<file path="config.mk">
export PLATFORM = sky130hd
export DESIGN_NAME = timer_tick_task_scheduler
export DESIGN_NICKNAME = d
export VERILOG_FILES = /design/src/rtl/tts_pkg.sv /design/src/rtl/timer_tick_task_scheduler.sv
export SDC_FILE = /design/constraint.sdc
export NUM_CORES = 1
export LEC_CHECK = 0
export ABC_AREA = 1
export BUFFER_PORTS_ARGS = -buffer_cell sky130_fd_sc_hd__buf_4
export CORE_MARGIN = 2
export CORE_UTILIZATION = 60
export DETAILED_ROUTE_END_ITERATION = 12
export PLACE_DENSITY = 0.75
export REMOVE_ABC_BUFFERS = 1
export SLEW_MARGIN = 20
export SYNTH_ARGS = -nofsm -noshare
export SYNTH_HDL_FRONTEND = slang
export SYNTH_SLANG_ARGS = --single-unit
</file>
<file path="constraint.sdc">
create_clock -name clk -period 6.3 [get_ports clk]
set_clock_uncertainty 0.05 [all_clocks]
set_input_delay 0.945 -clock clk [delete_from_list [all_inputs] [get_ports clk]]
set_output_delay 0.945 -clock clk [all_outputs]
set_load 0.02 [all_outputs]
</file>
<file path="src/rtl/tts_pkg.sv">
// Package for the timer tick task scheduler.
// Holds item kind codes and the stream payload layout; no dependencies.
`default_nettype none

package tts_pkg;

  localparam int KIND_W  = 1;
  localparam int INDEX_W = 3;
  localparam int PRIO_W  = 8;
  localparam int TIME_W  = 16;

  localparam logic [KIND_W-1:0] KIND_TICK  = 1'b0;
  localparam logic [KIND_W-1:0] KIND_WRITE = 1'b1;

  // Slave-side tdata layout.
  localparam int IN_INDEX_LSB = 0;
  localparam int IN_PRIO_LSB  = IN_INDEX_LSB + INDEX_W;
  localparam int IN_TIME_LSB  = IN_PRIO_LSB + PRIO_W;
  localparam int IN_DATA_W    = 32;

  // Master-side tdata layout.
  localparam int OUT_TASK_LSB     = 0;
  localparam int OUT_SWITCHED_BIT = OUT_TASK_LSB + INDEX_W;
  localparam int OUT_REFILLED_BIT = OUT_SWITCHED_BIT + 1;
  localparam int OUT_NEEDED_BIT   = OUT_REFILLED_BIT + 1;
  localparam int OUT_NOREADY_BIT  = OUT_NEEDED_BIT + 1;
  localparam int OUT_TIME_LSB     = OUT_NOREADY_BIT + 1;
  localparam int OUT_DATA_W       = 24;

endpackage

`default_nettype wire

</file>
<file path="src/rtl/timer_tick_task_scheduler.sv">
// Timer tick task scheduler: a task table memory with one shared compare unit.
// Uses tts_pkg for kind codes and payload layout.
// A tick decrements the running task's time; when it runs out, or from idle, it scans the table,
// and an aging refill pass may scan it once more. A write item stores the slot and reports the
// running task's time. One item is in flight at a time and a stalled result holds the block;
// the table scan reads one slot per cycle through the single memory read port. Reset idles the
// running slot, sets shortest-first mode and clears the per-slot valid bits at once; there is
// no clearing pass.
`default_nettype none

module timer_tick_task_scheduler #(
  parameter int NUM_TASKS  = 8,
  parameter int TIME_WIDTH = 16,
  parameter int PRIO_WIDTH = 8
) (
  input  wire logic                           clk,
  input  wire logic                           rst,
  input  wire logic                           cfg_we,
  input  wire logic                           cfg_wdata,
  input  wire logic                           s_tvalid,
  output logic                                s_tready,
  // tdata: task_index, priority_value, time_value (from bit 0 up).
  input  wire logic [tts_pkg::IN_DATA_W-1:0]  s_tdata,
  // tuser: kind.
  input  wire logic [tts_pkg::KIND_W-1:0]     s_tuser,
  output logic                                m_tvalid,
  input  wire logic                           m_tready,
  // tdata: running_task, switched, refilled, refill_needed, no_ready, running_time.
  output logic [tts_pkg::OUT_DATA_W-1:0]      m_tdata
);
  import tts_pkg::*;

  localparam int SLOT_W = (NUM_TASKS > 1) ? $clog2(NUM_TASKS) : 1;
  localparam int WORD_W = PRIO_WIDTH + TIME_WIDTH;
  localparam int SUM_W  = ((TIME_WIDTH > PRIO_WIDTH) ? TIME_WIDTH : PRIO_WIDTH) + 1;
  localparam logic [SLOT_W-1:0]     SLOT_ONE  = SLOT_W'(1);
  localparam logic [SLOT_W-1:0]     SLOT_LAST = SLOT_W'(NUM_TASKS - 1);
  localparam logic [TIME_WIDTH-1:0] TIME_MAX  = {TIME_WIDTH{1'b1}};

  typedef enum logic [8:0] {
    S_IDLE   = 9'b000000001,
    S_DEC    = 9'b000000010,
    S_SCAN0  = 9'b000000100,
    S_SCAN   = 9'b000001000,
    S_REFILL = 9'b000010000,
    S_WRITE  = 9'b000100000,
    S_RUNRD  = 9'b001000000,
    S_RUNDAT = 9'b010000000,
    S_OUT    = 9'b100000000
  } state_t;

  state_t state;

  logic [WORD_W-1:0]     mem [NUM_TASKS];
  logic [NUM_TASKS-1:0]  valid;
  logic [WORD_W-1:0]     rd_q;
  logic                  rd_ok;

  logic                  mode;
  logic [SLOT_W-1:0]     running;
  logic [SLOT_W-1:0]     cnt;
  logic [SLOT_W-1:0]     best;
  logic [TIME_WIDTH-1:0] best_time;
  logic [PRIO_WIDTH-1:0] best_prio;
  logic [SLOT_W-1:0]     lat_slot;
  logic                  lat_ok;
  logic [PRIO_WIDTH-1:0] lat_prio;
  logic [TIME_WIDTH-1:0] lat_time;
  logic [TIME_WIDTH-1:0] res_time;
  logic                  res_switched;
  logic                  res_refilled;
  logic                  res_needed;
  logic                  res_no_ready;

  logic [INDEX_W-1:0]    in_index;
  logic [SLOT_W-1:0]     rd_addr;
  logic                  wr_en;
  logic [SLOT_W-1:0]     wr_addr;
  logic [WORD_W-1:0]     wr_data;
  logic [TIME_WIDTH-1:0] eff_time;
  logic [PRIO_WIDTH-1:0] eff_prio;
  logic [TIME_WIDTH-1:0] dec_time;
  logic [SUM_W-1:0]      aged_sum;
  logic [TIME_WIDTH-1:0] aged_time;
  logic [TIME_WIDTH-1:0] cand_time;
  logic                  take;
  logic [SLOT_W-1:0]     best_next;
  logic [TIME_WIDTH-1:0] best_time_next;
  logic [PRIO_WIDTH-1:0] best_prio_next;
  logic                  last;

  assign s_tready = (state == S_IDLE);
  assign in_index = s_tdata[IN_INDEX_LSB +: INDEX_W];

  assign eff_time  = rd_ok ? rd_q[TIME_WIDTH-1:0] : '0;
  assign eff_prio  = rd_ok ? rd_q[TIME_WIDTH +: PRIO_WIDTH] : '0;
  assign dec_time  = (eff_time != '0) ? eff_time - TIME_WIDTH'(1) : '0;
  assign aged_sum  = SUM_W'(eff_time >> 1) + SUM_W'(eff_prio);
  assign aged_time = (aged_sum > SUM_W'(TIME_MAX)) ? TIME_MAX : TIME_WIDTH'(aged_sum);
  assign cand_time = (state == S_REFILL) ? aged_time : eff_time;
  assign last      = (cnt == SLOT_LAST);

  always_comb begin
    if (mode) begin
      take = (cand_time != '0) && (eff_prio != '0) && (eff_prio >= best_prio);
    end else begin
      take = (cand_time != '0) && ((best_time == '0) || (cand_time < best_time));
    end
    best_next      = take ? cnt : best;
    best_time_next = take ? cand_time : best_time;
    best_prio_next = take ? eff_prio : best_prio;
  end

  always_comb begin
    rd_addr = running;
    wr_en   = 1'b0;
    wr_addr = running;
    wr_data = {eff_prio, dec_time};
    case (state)
      S_IDLE: begin
        rd_addr = (running != '0) ? running : SLOT_ONE;
      end
      S_DEC: begin
        wr_en = 1'b1;
      end
      S_SCAN0: begin
        rd_addr = SLOT_ONE;
      end
      S_SCAN: begin
        rd_addr = last ? SLOT_ONE : cnt + SLOT_ONE;
      end
      S_REFILL: begin
        rd_addr = last ? SLOT_ONE : cnt + SLOT_ONE;
        wr_en   = 1'b1;
        wr_addr = cnt;
        wr_data = {eff_prio, aged_time};
      end
      S_WRITE: begin
        wr_en   = lat_ok;
        wr_addr = lat_slot;
        wr_data = {lat_prio, lat_time};
      end
      default: begin
        rd_addr = running;
      end
    endcase
  end

  always_ff @(posedge clk) begin
    if (wr_en) begin
      mem[wr_addr] <= wr_data;
    end
    rd_q  <= mem[rd_addr];
    rd_ok <= valid[rd_addr];
  end

  always_ff @(posedge clk) begin
    if (rst) begin
      valid <= '0;
    end else if (wr_en) begin
      valid[wr_addr] <= 1'b1;
    end
  end

  always_ff @(posedge clk) begin
    if (rst) begin
      mode <= 1'b0;
    end else if (cfg_we) begin
      mode <= cfg_wdata;
    end
  end

  always_ff @(posedge clk) begin
    if (rst) begin
      state   <= S_IDLE;
      running <= '0;
    end else begin
      case (state)
        S_IDLE: begin
          if (s_tvalid) begin
            lat_slot     <= SLOT_W'(in_index);
            lat_ok       <= (in_index != '0) && (int'(in_index) < NUM_TASKS);
            lat_prio     <= PRIO_WIDTH'(s_tdata[IN_PRIO_LSB +: PRIO_W]);
            lat_time     <= TIME_WIDTH'(s_tdata[IN_TIME_LSB +: TIME_W]);
            res_switched <= 1'b0;
            res_refilled <= 1'b0;
            res_needed   <= 1'b0;
            res_no_ready <= 1'b0;
            cnt          <= SLOT_ONE;
            best         <= '0;
            best_time    <= '0;
            best_prio    <= '0;
            if (s_tuser == KIND_WRITE) begin
              state <= S_WRITE;
            end else if (running != '0) begin
              state <= S_DEC;
            end else begin
              state <= S_SCAN;
            end
          end
        end
        S_DEC: begin
          if (dec_time != '0) begin
            res_time <= dec_time;
            state    <= S_OUT;
          end else begin
            state <= S_SCAN0;
          end
        end
        S_SCAN0: begin
          state <= S_SCAN;
        end
        S_SCAN, S_REFILL: begin
          if (!last) begin
            cnt       <= cnt + SLOT_ONE;
            best      <= best_next;
            best_time <= best_time_next;
            best_prio <= best_prio_next;
          end else if (best_next != '0) begin
            running      <= best_next;
            res_switched <= (best_next != running);
            res_time     <= best_time_next;
            state        <= S_OUT;
          end else if (!mode) begin
            res_needed <= 1'b1;
            res_time   <= '0;
            state      <= S_OUT;
          end else if (state == S_SCAN) begin
            res_refilled <= 1'b1;
            cnt          <= SLOT_ONE;
            best         <= '0;
            best_time    <= '0;
            best_prio    <= '0;
            state        <= S_REFILL;
          end else begin
            res_no_ready <= 1'b1;
            res_time     <= '0;
            state        <= S_OUT;
          end
        end
        S_WRITE: begin
          state <= S_RUNRD;
        end
        S_RUNRD: begin
          state <= S_RUNDAT;
        end
        S_RUNDAT: begin
          res_time <= eff_time;
          state    <= S_OUT;
        end
        S_OUT: begin
          if (!m_tvalid || m_tready) begin
            state <= S_IDLE;
          end
        end
        default: begin
          state <= S_IDLE;
        end
      endcase
    end
  end

  always_ff @(posedge clk) begin
    if (rst) begin
      m_tvalid <= 1'b0;
    end else if (state == S_OUT && (!m_tvalid || m_tready)) begin
      m_tvalid <= 1'b1;
    end else if (m_tready) begin
      m_tvalid <= 1'b0;
    end
  end

  always_ff @(posedge clk) begin
    if (state == S_OUT && (!m_tvalid || m_tready)) begin
      m_tdata <= OUT_DATA_W'({TIME_W'(res_time), res_no_ready, res_needed, res_refilled,
                              res_switched, INDEX_W'(running)});
    end
  end

endmodule

`default_nettype wire

</file>
# --- After elaboration in Yosys (flattened, before gate mapping) ---
# Memories as Yosys holds them, arrays and structs flattened. A register that Yosys moved wholly into a read port is not among the register bits.
# Cells that the tools add are included.
word_totals:
  reg_bits: 124
  mem_bits_rw: 192
  out_inout_bits: 26
  word_cells: 170
  mem_count: 1
mem_list:
  columns: ["memory", "depth", "word_bits", "rd", "rd_ports_with_merged_regs", "wr", "line", "source"]
  rows:
  - ["mem", 8, 24, 1, 1, 1, "timer_tick_task_scheduler.sv:54", "logic [WORD_W-1:0] mem [NUM_TASKS];"]
classes:
  add_sub_neg: 3
  order_cmp: 6
  eq_ne: 26
  muxes: 81
  bitwise_logic: 2
  reduce_logical: 31
op_table:
  columns: ["cell", "count"]
  rows:
  - ["two-way mux 16 bit", 15]
  - ["one-hot mux 9 bit (8 select lines)", 1]
  - ["two-way mux 9 bit", 7]
  - ["two-way mux 8 bit", 7]
  - ["one-hot mux 16 bit (3 select lines)", 1]
  - ["one-hot mux 24 bit (2 select lines)", 1]
  - ["nonzero test 16 bit", 3]
  - ["two-way mux 3 bit", 13]
  - ["one-hot mux 16 bit (2 select lines)", 1]
  - ["two-way mux 1 bit", 21]
  - ["AND reduction 7 bit", 3]
  - ["one-hot mux 3 bit (2 select lines)", 3]
  - ["adder 15 x 8 -> 16 bit", 1]
  - ["greater-than comparator 16 bit (second input constant)", 1]
  - ["logical NOT 16 bit", 1]
  - ["< comparator 16 bit", 1]
  - ["one-hot mux 8 bit (2 select lines)", 1]
  - ["subtractor 16 x 1 -> 16 bit (second input constant)", 1]
  - ["!= test 2 bit (second input constant)", 6]
  - ["AND reduction 6 bit", 2]
  - ["nonzero test 3 bit", 4]
  - ["one-hot mux 1 bit (2 select lines)", 5]
  - ["AND reduction 5 bit", 2]
  - ["== test 9 x 1 -> 1 bit (second input constant)", 1]
  - ["33 further kinds", 47]

# --- Depth between registers and ports, before layout ---
depth:
  depth_word: 14
  mapped_depth: 35
  ltp_nobuf: 32

# --- Worst setup path after synthesis ---
# Ideal clock, no wire load.
synth_path:
  kind: "register to register"
  start: "register rd_ok"
  end: "register best[0] (enable)"
  setup_time_ns: 0.401
  arrival_time_ns: 4.526
  path_slack_ns: 1.324
  path_stages_with_launch: 30
  period_less_slack_ns: 4.976
  path_cell_list: "dfxtp_1 > buf_6 > buf_6 > nand2_2 > inv_1 > ha_1 > a21oi_1 > inv_1 > o21ai_1 > nand4_1 > nand2_1 > nand2_1 > nand2_1 > inv_1 > ha_1 > nand2_1 > inv_1 > nand3_1 > a31oi_1 > a2111oi_0 > nand2_1 > nand2_1 > nand2_1 > nand2_1 > nand2_4 > o21ai_4 > nand3_4 > nand2_4 > nand4_1 > nor2_1"
synth_between:
  elab_chain_len: 13
synth_lines:
  columns: ["item", "line", "source"]
  rows:
  - ["start, declared", "timer_tick_task_scheduler.sv:57", "logic rd_ok;"]
  - ["start signal, assigned", "timer_tick_task_scheduler.sv:154", "rd_ok <= valid[rd_addr];"]
  - ["two-way mux 16 bit / two-way mux 8 bit (equally long branches)", "timer_tick_task_scheduler.sv:95, timer_tick_task_scheduler.sv:96", null]
  - ["adder 15 x 8 -> 16 bit", "timer_tick_task_scheduler.sv:98", "assign aged_sum = SUM_W'(eff_time >> 1) + SUM_W'(eff_prio);"]
  - ["greater-than comparator 16 bit", "timer_tick_task_scheduler.sv:99", "assign aged_time = (aged_sum > SUM_W'(TIME_MAX)) ? TIME_MAX : TIME_WIDTH'(aged_sum);"]
  - ["two-way mux 16 bit", "timer_tick_task_scheduler.sv:99", null]
  - ["two-way mux 16 bit", "timer_tick_task_scheduler.sv:100", "assign cand_time = (state == S_REFILL) ? aged_time : eff_time;"]
  - ["< comparator 16 bit / nonzero test 16 bit (equally long branches)", "timer_tick_task_scheduler.sv:107, timer_tick_task_scheduler.sv:105", null]
  - ["logical OR 1 bit / logical AND 1 bit (equally long branches)", "timer_tick_task_scheduler.sv:107, timer_tick_task_scheduler.sv:105", null]
  - ["logical AND 1 bit (on tied branches)", "timer_tick_task_scheduler.sv:107, timer_tick_task_scheduler.sv:105", null]
  - ["two-way mux 1 bit *", "timer_tick_task_scheduler.sv:104", "if (mode) begin"]
  - ["two-way mux 3 bit *", "timer_tick_task_scheduler.sv:109", "best_next = take ? cnt : best;"]
  - ["nonzero test 3 bit *", "timer_tick_task_scheduler.sv:219", "end else if (best_next != '0) begin"]
  - ["!= test 3 bit (no source line) *", null, null]
  - ["AND reduction 6 bit (no source line) *", null, null]
  - ["end signal, assigned", "timer_tick_task_scheduler.sv:216", "best <= best_next;"]
  - ["end, declared", "timer_tick_task_scheduler.sv:62", "logic [SLOT_W-1:0] best;"]
# Mark *: on every way between the ends. The rest lies on a longest branch, timed or not.
# A chain may end at the register's enable or synchronous reset.

# --- Worst setup path in the final report ---
layout_path:
  start: "register rd_ok"
  end: "register best_time[1] (enable)"
layout_between:
  elab_chain_len: 13
layout_lines:
  columns: ["item", "line", "source"]
  rows:
  - ["two-way mux 16 bit / two-way mux 8 bit (equally long branches)", "timer_tick_task_scheduler.sv:95, timer_tick_task_scheduler.sv:96", null]
  - ["adder 15 x 8 -> 16 bit", "timer_tick_task_scheduler.sv:98", null]
  - ["greater-than comparator 16 bit", "timer_tick_task_scheduler.sv:99", null]
  - ["two-way mux 16 bit", "timer_tick_task_scheduler.sv:99", null]
  - ["two-way mux 16 bit", "timer_tick_task_scheduler.sv:100", null]
  - ["< comparator 16 bit / nonzero test 16 bit (equally long branches)", "timer_tick_task_scheduler.sv:107, timer_tick_task_scheduler.sv:105", null]
  - ["logical OR 1 bit / logical AND 1 bit (equally long branches)", "timer_tick_task_scheduler.sv:107, timer_tick_task_scheduler.sv:105", null]
  - ["logical AND 1 bit (on tied branches)", "timer_tick_task_scheduler.sv:107, timer_tick_task_scheduler.sv:105", null]
  - ["two-way mux 1 bit *", "timer_tick_task_scheduler.sv:104", null]
  - ["two-way mux 3 bit *", "timer_tick_task_scheduler.sv:109", null]
  - ["nonzero test 3 bit *", "timer_tick_task_scheduler.sv:219", null]
  - ["!= test 3 bit (no source line) *", null, null]
  - ["AND reduction 6 bit (no source line) *", null, null]
  - ["end signal, assigned", "timer_tick_task_scheduler.sv:217", "best_time <= best_time_next;"]
  - ["end, declared", "timer_tick_task_scheduler.sv:63", "logic [TIME_WIDTH-1:0] best_time;"]
# Marks and branches as above.

==> run_summary.xml <==
<?xml version="1.0" encoding="UTF-8"?>
<metrics>
  <group name="yosys">
    <metric name="synth_top_flop_cell" unit="">sky130_fd_sc_hd__edfxtp_1</metric>
    <metric name="synth_compound_area_share" unit="%">10.1</metric>
    <metric name="postSynthCellCount" unit="">1562</metric>
    <metric name="count_of_synthesis_stage_warnings_from_yosys" unit="">0</metric>
    <metric name="synth_sequential_area_ratio" unit="%">62.2</metric>
    <metric name="synth_fa_ha_area_share" unit="%">2.32</metric>
    <metric name="synth.ff_latch_count" unit="">340</metric>
    <metric name="synth.area.top_cells" unit="">sky130_fd_sc_hd__edfxtp_1 (56%), sky130_fd_sc_hd__nor2_1 (7.4%), sky130_fd_sc_hd__dfxtp_1 (6.0%)</metric>
    <metric name="post_synth.cell_area_avg" unit="um2">10.0</metric>
    <metric name="post_synth_mux_area_share" unit="%">0</metric>
    <metric name="yosysUniqueCellTypes" unit="">48</metric>
    <metric name="synth.cell_area" unit="um2">15700</metric>
    <metric name="synth_xor_area_share" unit="%">0.224</metric>
    <metric name="synth_top_cell_by_area" unit="">sky130_fd_sc_hd__edfxtp_1</metric>
    <metric name="number_of_enable_type_register_cells_in_the_synthesized_netlist" unit="">293</metric>
    <metric name="yosysTopAreaCellShare" unit="%">56.2</metric>
    <metric name="combinational_family_with_the_most_area_after_synthesis" unit="">simple AND/OR/NAND/NOR gates</metric>
    <metric name="asyncSetResetFlopFracSynth" unit="%">0</metric>
    <metric name="synth_simple_gate_area_share" unit="%">19.3</metric>
  </group>
  <group name="power">
    <metric name="total_leakage_power" unit="nW">7.07</metric>
    <metric name="switching_power" unit="mW">3.13</metric>
    <metric name="internal_power" unit="mW">5.12</metric>
    <metric name="power.switching_fraction" unit="%">38.0</metric>
    <metric name="power_density" unit="nW/um2">466</metric>
    <metric name="total_power" unit="mW">8.25</metric>
    <metric name="share_comb_of_total_power" unit="%">36.2</metric>
    <metric name="p_clk_share" unit="%">26.2</metric>
    <metric name="seq_power_share" unit="%">37.6</metric>
    <metric name="ir_worst_vdd" unit="mV">0.340</metric>
  </group>
  <group name="final_layout">
    <metric name="most-common-layout-cells" unit="">sky130_fd_sc_hd__nor2_1 (301), sky130_fd_sc_hd__edfxtp_1 (293), sky130_fd_sc_hd__nand2_1 (208)</metric>
    <metric name="final_cell_area" unit="um2">17700</metric>
    <metric name="n_antenna_cell" unit="">0</metric>
    <metric name="final.fill_count" unit="">1912</metric>
    <metric name="flow.area_growth_from_synthesis" unit="%">13.2</metric>
    <metric name="postLayoutCoreUtil" unit="%">68.6</metric>
    <metric name="number_of_nets_in_the_layout" unit="">1690</metric>
    <metric name="drive_above_1_share" unit="%">13.5</metric>
    <metric name="layout.cells.most_common" unit="">sky130_fd_sc_hd__nor2_1</metric>
  </group>
  <group name="worst_setup_path">
    <metric name="crit_arrival" unit="ns">5.52</metric>
    <metric name="r2r_cells" unit="">30</metric>
    <metric name="reg2reg_to" unit="">best_time[1]</metric>
    <metric name="crit_path_start_kind" unit="">register</metric>
    <metric name="cp_required" unit="ns">6.45</metric>
    <metric name="timing.setup.critical_path_class" unit="">reg -&gt; reg</metric>
    <metric name="peak_fanout_along_the_critical_path" unit="">29</metric>
    <metric name="worst_path_most_repeated_cell" unit="">sky130_fd_sc_hd__nand2_1</metric>
    <metric name="timing.critical_path.slowest_cell_delay" unit="ns">0.42</metric>
    <metric name="end_kind" unit="">register</metric>
    <metric name="timing.critical_path.slowest_stage_cell" unit="">sky130_fd_sc_hd__dfxtp_1</metric>
    <metric name="rr_startpoint" unit="">rd_ok</metric>
    <metric name="ff2ff_setup_slack" unit="ns">0.93</metric>
  </group>
  <group name="timing">
    <metric name="rsz0062_at_grt" unit="">no</metric>
    <metric name="worstMarginPinSlew" unit="ns">0.899</metric>
    <metric name="worst_max_slew_margin_expressed_relative_to_the_limit" unit="%">39.8</metric>
    <metric name="finalMaxSlewViolations" unit="">0</metric>
    <metric name="report.final.setup_viol" unit="">0</metric>
    <metric name="totalNegativeSetupSlack" unit="ns">0</metric>
    <metric name="post-route-min-period" unit="ns">5.37</metric>
    <metric name="fmaxAchievable" unit="MHz">186</metric>
    <metric name="finalCritPeriodShare" unit="%">85.3</metric>
    <metric name="final_hold_viol_count" unit="">0</metric>
  </group>
  <group name="cts">
    <metric name="ctsHoldBuffers" unit="">0</metric>
    <metric name="cts_post_setup_buffers_inserted" unit="">0</metric>
    <metric name="clock_tree_root" unit="">sky130_fd_sc_hd__clkbuf_16</metric>
    <metric name="clock_insertion_delay_worst_skew" unit="ns">0.52</metric>
    <metric name="tritoncts_clock_tree" unit="">yes</metric>
    <metric name="htreeDepth" unit="">2</metric>
    <metric name="post_cts_resized" unit="">0</metric>
    <metric name="max-clock-path-buffers" unit="">3</metric>
    <metric name="cts_buffers" unit="">35</metric>
    <metric name="cts.sink_count" unit="">340</metric>
    <metric name="path_clk_slew" unit="ns">0.07</metric>
  </group>
  <group name="routing">
    <metric name="antenna_violating_nets_left" unit="">0</metric>
    <metric name="dr.pass1.iters" unit="">9</metric>
    <metric name="drt_total_wl" unit="um">38500</metric>
    <metric name="remaining_drc_errors" unit="">0</metric>
    <metric name="post_drt_wl_per_cell" unit="um">19.4</metric>
    <metric name="iteration_0_drc_count_of_the_detailed_router" unit="">1130</metric>
    <metric name="num_vias" unit="">11500</metric>
    <metric name="drt-vias-per-instance" unit="">5.79</metric>
  </group>
  <group name="job">
    <metric name="number_of_max_cap_violations" unit="">0</metric>
  </group>
  <group name="grt">
    <metric name="grt_max_degree" unit="">78</metric>
    <metric name="antenna_found_initial" unit="">0</metric>
    <metric name="grt_first_pass_wirelength" unit="um">58900</metric>
    <metric name="track_usage" unit="%">28.7</metric>
    <metric name="number_of_global_route_vias_before_repair" unit="">10800</metric>
    <metric name="overflow" unit="">0</metric>
  </group>
  <group name="floorplan">
    <metric name="fp.coreArea" unit="um2">25800</metric>
    <metric name="design.die.area" unit="um2">27400</metric>
    <metric name="rows" unit="">59</metric>
    <metric name="chipHeight" unit="um">166</metric>
    <metric name="num_io_pins" unit="">65</metric>
    <metric name="initial_core_util" unit="%">60.6</metric>
    <metric name="floorplan.die.width" unit="um">166</metric>
  </group>
  <group name="placement">
    <metric name="placed_cell_area" unit="um2">16500</metric>
    <metric name="dp.final_hpwl" unit="um">24700</metric>
    <metric name="gp_congestion" unit="">0.957</metric>
    <metric name="portBuffers" unit="">58</metric>
  </group>
  <group name="hold_path">
    <metric name="hold_startpoint" unit="">res_needed</metric>
    <metric name="timing.hold.worst_endpoint" unit="">m_tdata[5]</metric>
    <metric name="hold-path-cell-count" unit="">0</metric>
    <metric name="min-delay-path-class" unit="">reg -&gt; reg</metric>
  </group>
  <group name="status">
    <metric name="run_status" unit="">completed</metric>
  </group>
</metrics>
[per-layer routing]
metal | up-vias | routed length, um | track usage (%)
li1 | 5500 | - | -
met5 | - | 0 | 0
met1 | 5458 | 16400 | 40.2
met2 | 466 | 17700 | 45.6
met3 | 70 | 3040 | 4.57
met4 | 0 | 1320 | 11.0
[critical path, delay by kind of cell (launching register included)]
kind / cells / cell delay [ns]
compound gates: 5 / 1.09
fa+ha+maj: 2 / 0.54
buf+inv: 6 / 1.01
flops: 1 / 0.42
simple gates: 17 / 1.95
[synthesized netlist by cell type (2+ instances only)]
master,count
sky130_fd_sc_hd__buf_4,6
sky130_fd_sc_hd__clkbuf_1,41
sky130_fd_sc_hd__o22ai_1,28
sky130_fd_sc_hd__nand2_1,209
sky130_fd_sc_hd__o21ai_1,21
sky130_fd_sc_hd__xor2_1,4
sky130_fd_sc_hd__nand3_1,65
sky130_fd_sc_hd__buf_2,10
sky130_fd_sc_hd__nor2_1,310
sky130_fd_sc_hd__a31oi_1,27
sky130_fd_sc_hd__buf_6,3
sky130_fd_sc_hd__inv_1,155
sky130_fd_sc_hd__ha_1,29
sky130_fd_sc_hd__dfxtp_1,47
sky130_fd_sc_hd__nor3_1,12
sky130_fd_sc_hd__nor2_2,8
sky130_fd_sc_hd__o211ai_1,7
sky130_fd_sc_hd__nor3_2,3
sky130_fd_sc_hd__edfxtp_1,293
sky130_fd_sc_hd__nand2_4,12
sky130_fd_sc_hd__a21boi_0,2
sky130_fd_sc_hd__nand2_2,17
sky130_fd_sc_hd__nor4_1,8
sky130_fd_sc_hd__inv_2,11
sky130_fd_sc_hd__a211oi_1,2
sky130_fd_sc_hd__o21ai_0,133
sky130_fd_sc_hd__o221ai_1,9
sky130_fd_sc_hd__nor2_4,3
sky130_fd_sc_hd__nand4_1,24
sky130_fd_sc_hd__a22oi_1,12
sky130_fd_sc_hd__o21a_1,2
sky130_fd_sc_hd__nand3_2,6
sky130_fd_sc_hd__a21oi_1,28
[kinds of logic after synthesis]
group	Yosys count
AOI/OAI and AO/OA	276
other	1
DFF	340
buffers and inverters	228
adders and majority gates	29
and+or+nand+nor	684
xor gates and xnor gates	4
[layout make-up]
type / count / area [um2] / area share [%]
Timing Repair Buffer: 84 / 647 / 3.65
Sequential cell: 340 / 9740 / 55.0
Clock buffer: 41 / 960 / 5.42
Multi-Input combinational cell: 994 / 5060 / 28.6
Tap cell: 335 / 419 / 2.37
Clock inverter: 23 / 267 / 1.50
Inverter: 167 / 627 / 3.54
[per-stage QoR]
stage          hold WS (ns)  setup slack [ns]  cells
2_1_floorplan         0.350             0.635   1501
3_3_place_gp          0.351              1.13   1919
3_5_place_dp          0.355              1.05   1920
4_1_cts               0.363              1.02   1984
5_1_grt               0.372             0.272   1984
6_report              0.363             0.929   1984
[power groups by stage]
stage               clock, mW  combinational [mW]  sequential (mW)
floorplan                   0                2.01             3.13
global placement            0                2.84             3.14
detailed placement          0                2.91             3.15
CTS                      2.18                2.93             3.10
global route             2.27                3.32             3.12
finish                   2.16                2.99             3.10
[worst max-delay path by stage]
stage / startpoint / endpoint / slack [ns] / depth (start not counted)
final: rd_ok / best_time[1] / 0.93 / 30
after global routing: rd_ok / best_time[2] / 0.27 / 29
after CTS: rd_ok / best_time[9] / 1.02 / 29
after detailed placement: rd_ok / best_time[2] / 1.05 / 29
after global placement: rd_ok / best_time[2] / 1.13 / 31
after floorplan: rd_ok / best[0] / 0.64 / 27
[flip-flops by register name, summed over array words and instances, names as in the netlist, 3 cells and up]
register / cells
best_time: 16
best: 3
lat_time: 16
state: 9
res_time: 16
cnt: 3
m_tdata: 23
running: 3
lat_prio: 8
mem: 192
lat_slot: 3
rd_q: 24
best_prio: 8
valid: 8
(Power assumes the default switching activity.)
